## src/rtl/bd4_pkg.sv

```systemverilog
// types and constants for the 4x4 box downsampler
// no dependencies
`timescale 1ns / 1ps

package bd4_pkg;

    localparam int PIX_W      = 8;
    localparam int HSUM_W     = 10;
    localparam int SUM_W      = 12;
    localparam int CFG_W      = 11;
    localparam int ROW_W      = 10;
    localparam int FIFO_DEPTH = 4;
    localparam int FIFO_PTR_W = 2;

    localparam logic [CFG_W-1:0] ROW_LIMIT = 11'd1024;
    localparam logic [CFG_W-1:0] MIN_DIM   = 11'd4;
    localparam logic [CFG_W-1:0] RESET_DIM = 11'd28;

    // configuration register indexes
    localparam logic [0:0] REG_ROW_BYTES  = 1'b0;
    localparam logic [0:0] REG_IMAGE_ROWS = 1'b1;

    // one finished four-pixel group handed from front to back
    typedef struct packed {
        logic              first_row;
        logic              emit;
        logic              end_row;
        logic              end_frame;
        logic [HSUM_W-1:0] hsum;
    } blk_op_t;

endpackage

```

## src/rtl/bd4_fifo.sv

```systemverilog
// short word queue between the front and back parts
// depends on bd4_pkg
`timescale 1ns / 1ps

module bd4_fifo
    import bd4_pkg::*;
#(
    parameter int DW = 8
)
(
    input  logic          clk,
    input  logic          rst_n,
    input  logic          push,
    input  logic [DW-1:0] wdata,
    input  logic          pop,
    output logic [DW-1:0] rdata,
    output logic          full,
    output logic          empty
);

    logic [DW-1:0]         mem_reg [FIFO_DEPTH];
    logic [FIFO_PTR_W-1:0] wptr_reg, wptr_next;
    logic [FIFO_PTR_W-1:0] rptr_reg, rptr_next;
    logic [FIFO_PTR_W:0]   cnt_reg, cnt_next;

    assign full  = (cnt_reg == (FIFO_PTR_W+1)'(FIFO_DEPTH));
    assign empty = (cnt_reg == '0);
    assign rdata = mem_reg[rptr_reg];

    always_comb
    begin
        wptr_next = push ? wptr_reg + 1'b1 : wptr_reg;
        rptr_next = pop ? rptr_reg + 1'b1 : rptr_reg;
        cnt_next  = cnt_reg;
        if (push && !pop)
        begin
            cnt_next = cnt_reg + 1'b1;
        end
        else if (pop && !push)
        begin
            cnt_next = cnt_reg - 1'b1;
        end
    end

    always_ff @(posedge clk or negedge rst_n)
    begin
        if (!rst_n)
        begin
            wptr_reg <= '0;
            rptr_reg <= '0;
            cnt_reg  <= '0;
        end
        else
        begin
            wptr_reg <= wptr_next;
            rptr_reg <= rptr_next;
            cnt_reg  <= cnt_next;
        end
    end

    always_ff @(posedge clk)
    begin
        if (push)
        begin
            mem_reg[wptr_reg] <= wdata;
        end
    end

endmodule

```

## src/rtl/bd4_front.sv

```systemverilog
// front part: config registers, pixel intake, position tracking, horizontal sums
// depends on bd4_pkg; feeds bd4_fifo
`timescale 1ns / 1ps

module bd4_front
    import bd4_pkg::*;
#(
    parameter int MAX_ROW_BYTES = 1024,
    parameter int IDXW          = 8
)
(
    input  logic             clk,
    input  logic             rst_n,
    input  logic             wr_en,
    input  logic [0:0]       wr_index,
    input  logic [CFG_W-1:0] wr_data,
    input  logic             in_valid,
    output logic             in_ready,
    input  logic [PIX_W-1:0] pixel_value,
    input  logic             q_full,
    output logic             q_push,
    output logic [IDXW-1:0]  q_idx,
    output blk_op_t          q_op
);

    localparam int COLW = $clog2(MAX_ROW_BYTES);
    localparam int CMPA = $clog2(MAX_ROW_BYTES + 1);
    localparam int CMPW = (CMPA > CFG_W) ? CMPA : CFG_W;

    logic [CFG_W-1:0]  row_bytes_reg;
    logic [CFG_W-1:0]  image_rows_reg;
    logic [COLW-1:0]   col_reg, col_next;
    logic [ROW_W-1:0]  row_reg, row_next;
    logic [HSUM_W-1:0] hpart_reg, hpart_next;

    logic [CMPW-1:0]   rb_ext;
    logic [CMPW-1:0]   wclamp;
    logic [CMPW-1:0]   width;
    logic [CMPW-1:0]   col_plus;
    logic [CFG_W-1:0]  rclamp;
    logic [CFG_W-1:0]  rows;
    logic [CFG_W-1:0]  row_plus;
    logic              row_end;
    logic              frame_end;
    logic              group_end;
    logic              accept;
    logic [HSUM_W-1:0] hsum;

    // effective width and row count: clamp then round down to multiple of four
    always_comb
    begin
        rb_ext = CMPW'(row_bytes_reg);
        if (rb_ext < CMPW'(MIN_DIM))
        begin
            wclamp = CMPW'(MIN_DIM);
        end
        else if (rb_ext > CMPW'(MAX_ROW_BYTES))
        begin
            wclamp = CMPW'(MAX_ROW_BYTES);
        end
        else
        begin
            wclamp = rb_ext;
        end
        width = {wclamp[CMPW-1:2], 2'b00};

        if (image_rows_reg < MIN_DIM)
        begin
            rclamp = MIN_DIM;
        end
        else if (image_rows_reg > ROW_LIMIT)
        begin
            rclamp = ROW_LIMIT;
        end
        else
        begin
            rclamp = image_rows_reg;
        end
        rows = {rclamp[CFG_W-1:2], 2'b00};
    end

    assign col_plus  = CMPW'(col_reg) + CMPW'(1);
    assign row_plus  = CFG_W'(row_reg) + CFG_W'(1);
    assign row_end   = (col_plus >= width);
    assign frame_end = (row_plus >= rows);
    assign group_end = (col_reg[1:0] == 2'b11);

    // only the fourth pixel of a group needs room in the queue
    assign in_ready = !q_full || !group_end;
    assign accept   = in_valid && in_ready;
    assign hsum     = hpart_reg + HSUM_W'(pixel_value);

    assign q_push            = accept && group_end;
    assign q_idx             = col_reg[COLW-1:2];
    assign q_op.first_row    = (row_reg[1:0] == 2'b00);
    assign q_op.emit         = (row_reg[1:0] == 2'b11);
    assign q_op.end_row      = row_end;
    assign q_op.end_frame    = row_end && frame_end;
    assign q_op.hsum         = hsum;

    always_comb
    begin
        col_next   = col_reg;
        row_next   = row_reg;
        hpart_next = hpart_reg;
        if (accept)
        begin
            hpart_next = (group_end || row_end) ? '0 : hsum;
            if (row_end)
            begin
                col_next = '0;
                row_next = frame_end ? '0 : row_reg + 1'b1;
            end
            else
            begin
                col_next = col_reg + 1'b1;
            end
        end
    end

    always_ff @(posedge clk or negedge rst_n)
    begin
        if (!rst_n)
        begin
            row_bytes_reg  <= RESET_DIM;
            image_rows_reg <= RESET_DIM;
            col_reg        <= '0;
            row_reg        <= '0;
            hpart_reg      <= '0;
        end
        else
        begin
            if (wr_en)
            begin
                unique case (wr_index)
                    REG_ROW_BYTES:  row_bytes_reg  <= wr_data;
                    REG_IMAGE_ROWS: image_rows_reg <= wr_data;
                    default:        row_bytes_reg  <= row_bytes_reg;
                endcase
            end
            col_reg   <= col_next;
            row_reg   <= row_next;
            hpart_reg <= hpart_next;
        end
    end

endmodule

```

## src/rtl/bd4_back.sv

```systemverilog
// back part: column accumulator store, read-modify-write and result register
// depends on bd4_pkg; drained from bd4_fifo
`timescale 1ns / 1ps

module bd4_back
    import bd4_pkg::*;
#(
    parameter int IDXW = 8
)
(
    input  logic             clk,
    input  logic             rst_n,
    input  logic             q_empty,
    input  logic [IDXW-1:0]  q_idx,
    input  blk_op_t          q_op,
    output logic             q_pop,
    output logic             out_valid,
    input  logic             out_ready,
    output logic [SUM_W-1:0] block_sum,
    output logic             end_of_block_row,
    output logic             end_of_frame
);

    localparam int BLOCK_COLS = 1 << IDXW;

    logic [SUM_W-1:0]      acc_mem [BLOCK_COLS];
    logic [BLOCK_COLS-1:0] vld_reg;

    logic             s1_valid_reg, s1_valid_next;
    logic [IDXW-1:0]  s1_idx_reg;
    blk_op_t          s1_op_reg;
    logic             s1_hit_reg;
    logic             s1_fwd_reg;
    logic [SUM_W-1:0] s1_fwd_data_reg;
    logic [SUM_W-1:0] rd_data_reg;

    logic             out_valid_reg;
    logic [SUM_W-1:0] block_sum_reg;
    logic             eobr_reg;
    logic             eof_reg;

    logic             adv;
    logic             wr;
    logic             fwd_hit;
    logic [SUM_W-1:0] old_val;
    logic [SUM_W-1:0] new_val;

    // stage one may finish unless it holds a result the output cannot take
    assign adv     = !s1_valid_reg || !s1_op_reg.emit || !out_valid_reg || out_ready;
    assign q_pop   = !q_empty && adv;
    assign wr      = s1_valid_reg && adv;
    // write in flight to the address being read: forward it
    assign fwd_hit = wr && (s1_idx_reg == q_idx);

    always_comb
    begin
        if (s1_fwd_reg)
        begin
            old_val = s1_fwd_data_reg;
        end
        else if (s1_hit_reg)
        begin
            old_val = rd_data_reg;
        end
        else
        begin
            old_val = '0;
        end
        new_val = s1_op_reg.first_row ? SUM_W'(s1_op_reg.hsum)
                                      : old_val + SUM_W'(s1_op_reg.hsum);
        s1_valid_next = q_pop ? 1'b1 : (adv ? 1'b0 : s1_valid_reg);
    end

    always_ff @(posedge clk)
    begin
        if (wr)
        begin
            acc_mem[s1_idx_reg] <= new_val;
        end
        if (q_pop)
        begin
            rd_data_reg <= acc_mem[q_idx];
        end
    end

    always_ff @(posedge clk or negedge rst_n)
    begin
        if (!rst_n)
        begin
            vld_reg       <= '0;
            s1_valid_reg  <= 1'b0;
            out_valid_reg <= 1'b0;
        end
        else
        begin
            s1_valid_reg <= s1_valid_next;
            if (wr)
            begin
                vld_reg[s1_idx_reg] <= 1'b1;
            end
            if (wr && s1_op_reg.emit)
            begin
                out_valid_reg <= 1'b1;
            end
            else if (out_valid_reg && out_ready)
            begin
                out_valid_reg <= 1'b0;
            end
        end
    end

    always_ff @(posedge clk)
    begin
        if (q_pop)
        begin
            s1_idx_reg      <= q_idx;
            s1_op_reg       <= q_op;
            s1_hit_reg      <= vld_reg[q_idx];
            s1_fwd_reg      <= fwd_hit;
            s1_fwd_data_reg <= new_val;
        end
        if (wr && s1_op_reg.emit)
        begin
            block_sum_reg <= new_val;
            eobr_reg      <= s1_op_reg.end_row;
            eof_reg       <= s1_op_reg.end_frame;
        end
    end

    assign out_valid        = out_valid_reg;
    assign block_sum        = block_sum_reg;
    assign end_of_block_row = eobr_reg;
    assign end_of_frame     = eof_reg;

endmodule

```

## src/rtl/box_downsample_4x4.sv

```systemverilog
// 4x4 box downsampler (average pooling) of an 8-bit grayscale pixel stream
// top level; depends on bd4_pkg, bd4_front, bd4_fifo, bd4_back
//
// pixels enter on in_valid/in_ready in raster order, one word per pixel;
// one block_sum word leaves on out_valid/out_ready per 4x4 block, with
// end_of_block_row and end_of_frame flags; block_sum/4080 is the mean in 0..1
// row_bytes and image_rows are set through wr_en/wr_index/wr_data while idle
// throughput: one pixel per cycle while the queue has room at a group's last
// pixel; the accumulator store does one read and one write per four-pixel
// group, so it never limits the rate; a result becomes valid once the last
// pixel of its block has passed the queue, the store read and the update
// the receiver may stall freely: results wait in the output register, the
// four-entry queue fills, and in_ready drops only on the last pixel of a group
// reset clears positions, partial sums, accumulator valid bits and all
// handshake state; registers return to 28 x 28; no clearing pass is needed
`timescale 1ns / 1ps

module box_downsample_4x4
    import bd4_pkg::*;
#(
    parameter int MAX_ROW_BYTES = 1024
)
(
    input  logic             clk,
    input  logic             rst_n,
    input  logic             wr_en,
    input  logic [0:0]       wr_index,
    input  logic [CFG_W-1:0] wr_data,
    input  logic             in_valid,
    output logic             in_ready,
    input  logic [PIX_W-1:0] pixel_value,
    output logic             out_valid,
    input  logic             out_ready,
    output logic [SUM_W-1:0] block_sum,
    output logic             end_of_block_row,
    output logic             end_of_frame
);

    localparam int IDXW = $clog2(MAX_ROW_BYTES) - 2;
    localparam int QW   = IDXW + $bits(blk_op_t);

    logic            push;
    logic [IDXW-1:0] push_idx;
    blk_op_t         push_op;
    logic            q_full;
    logic            q_empty;
    logic            q_pop;
    logic [QW-1:0]   q_rdata;
    logic [IDXW-1:0] pop_idx;
    blk_op_t         pop_op;

    bd4_front #(
        .MAX_ROW_BYTES (MAX_ROW_BYTES),
        .IDXW          (IDXW)
    ) u_front (
        .clk         (clk),
        .rst_n       (rst_n),
        .wr_en       (wr_en),
        .wr_index    (wr_index),
        .wr_data     (wr_data),
        .in_valid    (in_valid),
        .in_ready    (in_ready),
        .pixel_value (pixel_value),
        .q_full      (q_full),
        .q_push      (push),
        .q_idx       (push_idx),
        .q_op        (push_op)
    );

    bd4_fifo #(
        .DW (QW)
    ) u_fifo (
        .clk   (clk),
        .rst_n (rst_n),
        .push  (push),
        .wdata ({push_idx, push_op}),
        .pop   (q_pop),
        .rdata (q_rdata),
        .full  (q_full),
        .empty (q_empty)
    );

    assign pop_idx = q_rdata[QW-1 -: IDXW];
    assign pop_op  = q_rdata[$bits(blk_op_t)-1:0];

    bd4_back #(
        .IDXW (IDXW)
    ) u_back (
        .clk              (clk),
        .rst_n            (rst_n),
        .q_empty          (q_empty),
        .q_idx            (pop_idx),
        .q_op             (pop_op),
        .q_pop            (q_pop),
        .out_valid        (out_valid),
        .out_ready        (out_ready),
        .block_sum        (block_sum),
        .end_of_block_row (end_of_block_row),
        .end_of_frame     (end_of_frame)
    );

endmodule

```

## config.mk

```make
export PLATFORM = sky130hd
export DESIGN_NAME = box_downsample_4x4
export DESIGN_NICKNAME = d
export VERILOG_FILES = /design/src/rtl/bd4_pkg.sv /design/src/rtl/bd4_fifo.sv /design/src/rtl/bd4_front.sv /design/src/rtl/bd4_back.sv /design/src/rtl/box_downsample_4x4.sv
export SDC_FILE = /design/constraint.sdc
export NUM_CORES = 2
export LEC_CHECK = 0
export BUFFER_PORTS_ARGS = -buffer_cell sky130_fd_sc_hd__clkbuf_2
export CAP_MARGIN = 40
export CORE_ASPECT_RATIO = 1.25
export CORE_MARGIN = 2
export CORE_UTILIZATION = 50
export DETAILED_ROUTE_END_ITERATION = 6
export MAX_ROUTING_LAYER = met4
export PLACE_DENSITY = 0.65
export SLEW_MARGIN = 20
export SYNTH_ARGS = -nofsm -noshare
export SYNTH_HDL_FRONTEND = slang
export SYNTH_SLANG_ARGS = --single-unit
```

## constraint.sdc

```tcl
create_clock -name clk -period 43.8 [get_ports clk]
set_input_delay 2.19 -clock clk [delete_from_list [all_inputs] [get_ports clk]]
set_output_delay 2.19 -clock clk [all_outputs]
set_load 0.05 [all_outputs]
```

==> reports/qor.csv <==
stage,metric,value,unit
sta,Final Hold Viols,0,
clocking,Num CTS Buffers,331,
floorplan,row count,216,
logic_synthesis,leading area contributor after synthesis,edfxtp_1,
setup_path,cells along the critical path,"mux2i_1, mux2_8, clkinv_16, buf_4, buf_16, buf_4, buf_4, buf_4, buf_4, buf_4, mux4_2, a22oi_1, a21oi_1, nor4_1, nor3b_1",
logic_synthesis,mapped cell area,139500,um2
clocking,postcts setup bufs,0,
cells_and_area,nets@finish,8428,
global_routing,number of global-route vias before repair,77790,
clocking,Hold Buf Count CTS,0,
logic_synthesis,synthesis-stage register bit count,3537,
setup_path,Critical Path End Type,flop,
floorplan,Initial Utilization,50.31,%
min_path,HP Class,flop to flop,
setup_path,crit path DAT,8180,ps
cells_and_area,share of cells above drive strength 1,22.44,%
global_routing,first-pass GRT wire length,583.4,mm
logic_synthesis,post-synth top area share,69.36,%
sta,Fin Hold WS,462.2,ps
drt,post-route ant nets,0,
setup_path,CP dominant cell by count,buf_4,
setup_path,Critical Path RT,44430,ps
place,routability cong.,0.9211,
clocking,CTS tree,yes,
logic_synthesis,"top cells by area, synth","edfxtp_1, mux4_2, dfrtp_1, mux2i_1, nand2_1",
clocking,post-cts resize count,0,
sta,Worst-Margin Slew,1470,ps
setup_path,flop-to-flop setup slack,36260,ps
floorplan,Top Ports,41,
pwr,Leakage Power,54.50,nW
pwr,Peak VDD IR,140.6,uV
drt,Vias/cell,6.470,
setup_path,CP Launch Type,flop,
logic_synthesis,synth warn,0,
sta,setup_tns,0,ps
setup_path,"Worst Path Class, Setup",flop to flop,
sta,RSZ-0062 raised after global routing,no,
floorplan,Die Ht,594.5,um
floorplan,die width,476.4,um
logic_synthesis,Syn Nets,8001,
floorplan,core area,277300,um2
global_routing,initial antenna violation count,15,
setup_path,CP peak stage delay,730,ps
status,status,completed,
floorplan,die area,283300,um2
global_routing,largest net degree at the start of global routing,199,
global_routing,gr usage total,29.53,%
drt,drt initial violations,11140,
clocking,htree depth,5,
sta,Max Clk Rate,132.5,MHz
sta,Slew headroom,2.024,%
sta,clock skew,52.21,ps
logic_synthesis,number of synthesized flops with an enable pin,3222,
logic_synthesis,"Distinct cells, synth",80,
sta,Final setup viols,0,
cells_and_area,Post-Layout Cell Count,12350,
clocking,clock latency on the worst-skew pair,920,ps
drt,final wirelength,412.6,mm
clocking,clk sink count,3537,
job,Max Cap Violations,0,
place,placed cells,11710,
pwr,power density cells,83.47,nW/um2
sta,final period utilization,17.22,%
place,placed wire-length estimate,252.9,mm
clocking,Max Buffers Root-to-Sink,4,
cells_and_area,max FFs per register,3072,
drt,DR WL/cell,33.42,um
setup_path,Top delay family on crit path,buffers and inverters,
sta,max-slew violations,0,
global_routing,gr ovfl total,0,
setup_path,crit-path max FO,181,
setup_path,"slowest stage cell, crit path",nor4_1,
place,Buffers on Ports,40,
logic_synthesis,Most used DFF post-synth,edfxtp_1,
clocking,clk root buf,clkbuf_16,
clocking,clock slew at reported path FFs,70,ps
drt,drc violations,0,
drt,DRT Pass-1 Iters,6,
logic_synthesis,Mean Syn Cell Area,17.59,um2
logic_synthesis,sequential area share after synthesis,75.02,%
drt,via count,79890,
sta,Tmin final,7544,ps
cells_and_area,area grow syn2layout,13.55,%
setup_path,critical path buffer and inverter count,8,
logic_synthesis,asr flop ratio synth,8.906,%
logic_synthesis,gate count after technology mapping,7929,
worst register-to-register path, delay by kind of cell, from the launching register on:
kind	cells	cell delay [ps]
flops	1	420
buf+inv	8	4430
simple gates	2	880
compound gates	2	380
mux	3	1160
synth_stat cells, drive strengths merged (26+ instances only):
library cell,number
a211oi,88
a21oi,212
a22o,28
a22oi,63
a311oi,26
a31oi,91
a32oi,29
buf,266
clkbuf,199
dfrtp,309
edfxtp,3222
ha,44
inv,36
mux2,33
mux2i,498
mux4,461
nand2,687
nand3,199
nand4,48
nor2,372
nor2b,78
nor3,37
nor4,36
o21ai,133
o221ai,111
o22ai,112
or2,262
xnor2,31
power by group:
part | internal [W] | switching [W]
Sequential | 0.00506 | 0.000108
Combinational | 0.00142 | 0.00368
Clock | 0.00170 | 0.00126
Total | 0.00818 | 0.00504
kinds of logic (layout without fill, tap and decap cells):
logic type	after synthesis	count (layout)	synth area share (%)
buf+inv	503	1203	2.097
xor+xnor	43	43	0.2700
other cells	0	13	0
flops	3537	3537	75.02
compound gates	1027	1027	4.988
simple gates	1780	1780	5.902
mux	992	992	11.29
fa+ha+maj	47	47	0.4377
metal layers:
layer	track usage, %	share of wire [%]	vias to the layer above
met3	5.578	10	994
met2	45.09	47	5008
met4	14.63	5.7	0
li1	-	-	32240
met5	-	0	-
met1	38.28	37	41640
area by class of cell:
cell class / instances / area, um2
timing repair buffer: 559 / 5351
clock inverter: 176 / 1897
antenna: 13 / 32.53
fill: 20830 / 118900
multi-input combinational: 3889 / 32530
tap: 3706 / 4637
sequential: 3537 / 104600
clock buffer: 430 / 9111
inverter: 38 / 188.9
stage by stage:
step / utilization (%) / power, W / setup slack (ps) / cell area, um2
6_report: 57.12 / 0.01322 / 36260 / 158400
2_1_floorplan: - / 0.008515 / 29090 / 139500
3_3_place_gp: 52.32 / 0.009898 / 35920 / 145100
3_5_place_dp: 52.99 / 0.01019 / 35880 / 146900
4_1_cts: 56.96 / 0.01311 / 35860 / 157900
5_1_grt: 57.12 / 0.01355 / 36030 / 158400
worst paths after layout:
path	startpoint	endpoint	cells past startpoint
setup / recovery	u_fifo.rptr_reg[1]	u_back.rd_data_reg[10]	15
hold / removal	u_back.vld_reg[0]	u_back.vld_reg[0]	1
setup reg to reg	u_fifo.rptr_reg[1]	u_back.rd_data_reg[10]	15
hold reg to reg	u_back.vld_reg[0]	u_back.vld_reg[0]	1
max in group asynchronous	rst_n	u_back.vld_reg[134]	3
min in group asynchronous	rst_n	u_front.image_rows_reg[6]	1
placed cells by master, fill, tap and decap left out, types with 91 or more instances in the layout:
cell type / instances
a21oi_1: 211
a31oi_1: 91
buf_4: 376
clkbuf_16: 344
dfrtp_1: 309
edfxtp_1: 3222
mux2i_1: 497
mux4_2: 461
nand2_1: 682
nand3_1: 192
nor2_1: 302
o21ai_0: 119
o221ai_1: 111
o22ai_1: 112
or2_2: 260
Power figures use the tool's default switching activity.
